===== src/rtl/core/stq_pkg.sv =====
// Package for the sorted timer queue: operation and status codes, the cell control types,
// the controller states and the default sizes.
// No dependencies; every other file of the block imports it.
package stq_pkg;

    localparam int DEF_QUEUE_DEPTH = 64;
    localparam int DEF_TIME_WIDTH  = 48;
    localparam int ID_W            = 6;
    localparam int OP_W            = 2;
    localparam int STATUS_W        = 3;
    localparam int DELAY_W         = 32;

    typedef enum logic [OP_W-1:0] {
        OP_SCHEDULE = 2'd0,
        OP_CANCEL   = 2'd1,
        OP_TICK     = 2'd2
    } op_t;

    typedef enum logic [STATUS_W-1:0] {
        STAT_SCHEDULED = 3'd0,
        STAT_CANCELLED = 3'd1,
        STAT_NOT_FOUND = 3'd2,
        STAT_EXPIRED   = 3'd3,
        STAT_FULL      = 3'd4,
        STAT_IDLE      = 3'd5
    } status_t;

    typedef enum logic [1:0] {
        CTL_IDLE,
        CTL_EXEC,
        CTL_DRAIN
    } ctl_state_t;

    typedef enum logic [1:0] {
        CELL_HOLD,
        CELL_INSERT,
        CELL_REMOVE,
        CELL_POP
    } cell_op_t;

    // Broadcast to every cell in the chain.
    typedef struct packed {
        cell_op_t          op;
        logic [ID_W-1:0]   key_id;
    } cell_ctrl_t;

endpackage


===== src/rtl/core/stq_cell.sv =====
// One cell of the sorted timer chain: a valid bit, a deadline and an id.
// Depends on stq_pkg; neighbors are wired together by sorted_timer_queue_top.
module stq_cell
    import stq_pkg::*;
#(
    parameter int TIME_WIDTH = DEF_TIME_WIDTH
)
(
    input  logic                  clk,
    input  logic                  rst_n,
    input  cell_ctrl_t            ctrl,
    input  logic [TIME_WIDTH-1:0] key_deadline,
    input  logic [TIME_WIDTH-1:0] now_time,
    input  logic                  left_valid,
    input  logic [TIME_WIDTH-1:0] left_deadline,
    input  logic [ID_W-1:0]       left_id,
    input  logic                  left_gt,
    input  logic                  right_valid,
    input  logic [TIME_WIDTH-1:0] right_deadline,
    input  logic [ID_W-1:0]       right_id,
    input  logic                  hit_in,
    output logic                  valid,
    output logic [TIME_WIDTH-1:0] deadline,
    output logic [ID_W-1:0]       id,
    output logic                  gt,
    output logic                  hit_out,
    output logic                  due
);

    logic                  valid_reg;
    logic                  valid_next;
    logic [TIME_WIDTH-1:0] deadline_reg;
    logic [TIME_WIDTH-1:0] deadline_next;
    logic [ID_W-1:0]       id_reg;
    logic [ID_W-1:0]       id_next;

    // The new entry goes in front of this cell's entry, or into an empty cell.
    assign gt      = !valid_reg || (key_deadline < deadline_reg);
    assign hit_out = hit_in || (valid_reg && (id_reg == ctrl.key_id));
    assign due     = valid_reg && (deadline_reg <= now_time);

    assign valid    = valid_reg;
    assign deadline = deadline_reg;
    assign id       = id_reg;

    always_comb
    begin
        valid_next    = valid_reg;
        deadline_next = deadline_reg;
        id_next       = id_reg;
        case (ctrl.op)
            CELL_INSERT:
            begin
                if (gt && left_gt)
                begin
                    valid_next    = left_valid;
                    deadline_next = left_deadline;
                    id_next       = left_id;
                end
                else if (gt)
                begin
                    valid_next    = 1'b1;
                    deadline_next = key_deadline;
                    id_next       = ctrl.key_id;
                end
            end
            CELL_REMOVE:
            begin
                if (hit_out)
                begin
                    valid_next    = right_valid;
                    deadline_next = right_deadline;
                    id_next       = right_id;
                end
            end
            CELL_POP:
            begin
                valid_next    = right_valid;
                deadline_next = right_deadline;
                id_next       = right_id;
            end
            default:
            begin
                valid_next = valid_reg;
            end
        endcase
    end

    always_ff @(posedge clk or negedge rst_n)
    begin
        if (!rst_n)
        begin
            valid_reg <= 1'b0;
        end
        else
        begin
            valid_reg <= valid_next;
        end
    end

    always_ff @(posedge clk)
    begin
        deadline_reg <= deadline_next;
        id_reg       <= id_next;
    end

endmodule


===== config.mk =====
export PLATFORM = sky130hd
export DESIGN_NAME = stq_cell
export DESIGN_NICKNAME = d
export VERILOG_FILES = /design/src/rtl/core/stq_pkg.sv /design/src/rtl/core/stq_cell.sv
export SDC_FILE = /design/constraint.sdc
export NUM_CORES = 1
export LEC_CHECK = 0
export BUFFER_PORTS_ARGS = -buffer_cell sky130_fd_sc_hd__buf_2
export CAP_MARGIN = 20
export CORE_UTILIZATION = 40
export DETAILED_ROUTE_END_ITERATION = 16
export PLACE_DENSITY_LB_ADDON = 0.2
export SYNTH_ARGS = -nofsm -noshare
export SYNTH_HDL_FRONTEND = slang
export SYNTH_SLANG_ARGS = --single-unit

===== constraint.sdc =====
create_clock -name clk -period 4.6 [get_ports clk]
set_input_delay 0.92 -clock clk [delete_from_list [all_inputs] [get_ports clk]]
set_output_delay 0.92 -clock clk [all_outputs]
set_load 0.02 [all_outputs]

==> qor.yml <==
timing:
  fmax_mhz: 234
  period_needed_ns: 4.27
  setup-violations-final: 0
  hold_violations: 0
  report.final.slew_viol_count: 0
  relSlewSlack_pct: 63.7
  post-route-period-util_pct: 92.7
  worst_slew_pin_slew_ns: 0.545
  fin_worst_skew_ns: 0.0122
  holdWs_ns: 0.389
  final.setup.tns_ns: 0
  rsz0062_at_grt: "false"
worst_setup_path:
  rr_worst_depth: 9
  endpoint_kind: "output pin"
  crit_slowest_cell: "or4_1"
  worstSetupPathType: "input port to output pin"
  cp_num_cells: 10
  startpoint_type: "input port"
  path_buf_inv: 3
  worstPathRequired_ns: 3.68
  path_max_fanout: 3
  reg2reg_from: "deadline[11]"
  worst_r2r_endpoint: "deadline[10]"
  arrival_ns: 3.35
  path_cells: "buf_2 -> inv_1 -> ha_1 -> nand4_1 -> nor2_2 -> nand4_1 -> or4_1 -> or4_1 -> o31ai_1 -> buf_2"
  slowest_delay_ns: 0.61
  r2r_setup_slack_ns: 1.65
  crit_family: "simple AND/OR/NAND/NOR gates"
layout:
  ff_latch_area_sq_um: 1650
  fin_nets: 1186
  multi_input_area_sq_um: 3250
  fillers: 1290
  syn_to_final_growth_pct: 31.3
  layout-drive-gt1-share_pct: 33.6
  largest_reg_flops: 48
  final_core_util_pct: 54.8
grt:
  grtUsageMet1_pct: 26.2
  grt_pass1_wl_mm: 24.0
  grt_pass1_vias: 5035
  antenna_found_initial: 1
  grt-busiest-layer: "met2"
  grt_use_met2_pct: 38.9
  grt_use_met3_pct: 4.70
  grt_max_degree: 60
  overflow: 0
  grtUsageTotal_pct: 21.7
synthesis:
  async_flop_share_pct: 1.82
  synth_top_area_share_pct: 30.2
  synthesis.area_sq_um: 5380
  ys.flop_type: "edfxtp_1"
  synth-simple-area-share_pct: 10.3
  yosys.area_share.adder_pct: 22.1
  synth_cell_types: 39
  synth_area_leaders: "edfxtp_1 (30%), ha_1 (22%), mux2i_1 (10%), inv_1 (7.1%), nand2_1 (5.2%)"
  synth_enable_flop_cells: 54
  ys_seq_area_share_pct: 30.6
  synth-warning-count: 0
  avgSynthCellArea_sq_um: 8.90
  synthesis.nets: 917
  synth_xor_xnor_area_share_pct: 0.978
  ys_ff_latch: 55
  synth_top_family_by_area: "adder cells"
  synth_cells: 604
  synth_compound_area_share_pct: 16.5
  yosysTopAreaCell: "edfxtp_1"
  synthMuxAreaShare_pct: 10.2
clock_tree:
  clk_path_buf_depth: 2
  cts_buffers: 5
  postCtsSetupRepairBufs: 0
  path_clk_slew_ns: 0.06
  hold_buffers: 0
  cts_sinks: 55
  ctsResizeCount: 0
  cts_tree: "yes"
  clk_latency_ns: 0.31
  htreeDepth: 2
  root_buffer: "clkbuf_16"
detailed_routing:
  routed_wl_mm: 15.1
  drcViolationCount: 0
  firstDrtPassIters: 4
  ant_nets: 0
  wl_per_cell_um: 14.4
  vias: 5187
  viasPerCell: 4.95
  drt_iter0_markers: 172
placement:
  place.gp.congestion: 0.840
  port_buffers: 275
  dp_hpwl_mm: 12.5
power:
  power_density_nw_per_um2: 298
  irDropWorstVdd_v: 0.000160
  p_leak_nw: 3.89
outcome:
  status: "completed"
run:
  maxCapViolations: 0
floorplan:
  start_util_pct: 41.7
  die-area_sq_um: 13900
  num_rows: 41
  io_pins: 276
  dieWidth_um: 118
  die_h_um: 118
  core-area_sq_um: 12900
hold_path:
  worst_hold_path_type: "input port to asynchronous set/reset pin"
[cells in the mapped netlist, drive strengths merged (4+ instances only)]
master  count
o21a        5
nand4      18
a21oi      32
a221oi      5
clkbuf     12
ha         95
buf         6
inv       102
mux2i      55
nor2       13
a21o       13
nand3       4
edfxtp     54
nand2      75
o21ai      74
o211ai      5
[final cells by class]
cell class	count	share of cell area, %
Timing Repair Buffer	280	20.2
Inverter	102	5.42
Antenna cell	1	0.0354
Tap cell	172	3.05
Clock buffer	7	1.88
Clock inverter	1	0.0709
Multi-Input combinational cell	429	46.0
Sequential cell	55	23.3
[cell families after synthesis]
| family | Yosys count |
|---|---|
| AO/OA/AOI/OAI | 151 |
| AND/OR/NAND/NOR | 122 |
| flip-flops | 55 |
| XOR/XNOR | 6 |
| adder cells (fa/ha/maj) | 95 |
| multiplexers | 55 |
| buffers and inverters | 120 |
[power by group]
part	switching, mW	internal (mW)	total (mW)
Sequential	0.0693	0.661	0.730
Clock	0.185	0.202	0.387
Combinational	0.562	0.427	0.989
Total	0.817	1.29	2.11
[metal layers]
metal | share of wire (%) | routed length, um | up-vias
met4 | 1.3 | 202 | 0
met2 | 48 | 7240 | 174
met3 | 6.4 | 960 | 14
met5 | 0 | 0 | -
met1 | 44 | 6680 | 2302
li1 | - | - | 2697
[metrics by stage]
stage | instances | power, mW | area, sq um | setup slack, ns
final | 1047 | 2.11 | 7060 | 0.334
after floorplan | 604 | 1.41 | 5380 | 0.824
after CTS | 1046 | 2.13 | 7060 | 0.320
after global routing | 1046 | 2.27 | 7060 | 0.193
after detailed placement | 1038 | 1.74 | 6920 | 0.335
after global placement | 1038 | 1.73 | 6920 | 0.367
[layout by cell type (no fill, tap or decap), drive strengths merged, types with 7 or more instances in the layout]
cell type / count
o21ai: 74
ha: 95
buf: 280
a21o: 13
nand2: 75
mux2i: 55
edfxtp: 54
inv: 102
nand4: 18
a21oi: 32
nor2: 13
clkbuf: 7
[worst max path at each step]
| stage | start | end | slack [ns] |
|---|---|---|---|
| 2_1_floorplan | key_deadline[22] | deadline[0] | 0.82 |
| 3_3_place_gp | now_time[43] | due | 0.37 |
| 3_5_place_dp | now_time[46] | due | 0.33 |
| 4_1_cts | now_time[47] | due | 0.32 |
| 5_1_grt | now_time[38] | due | 0.19 |
| 6_report | now_time[47] | due | 0.33 |
Power figures use the tool's default switching activity.
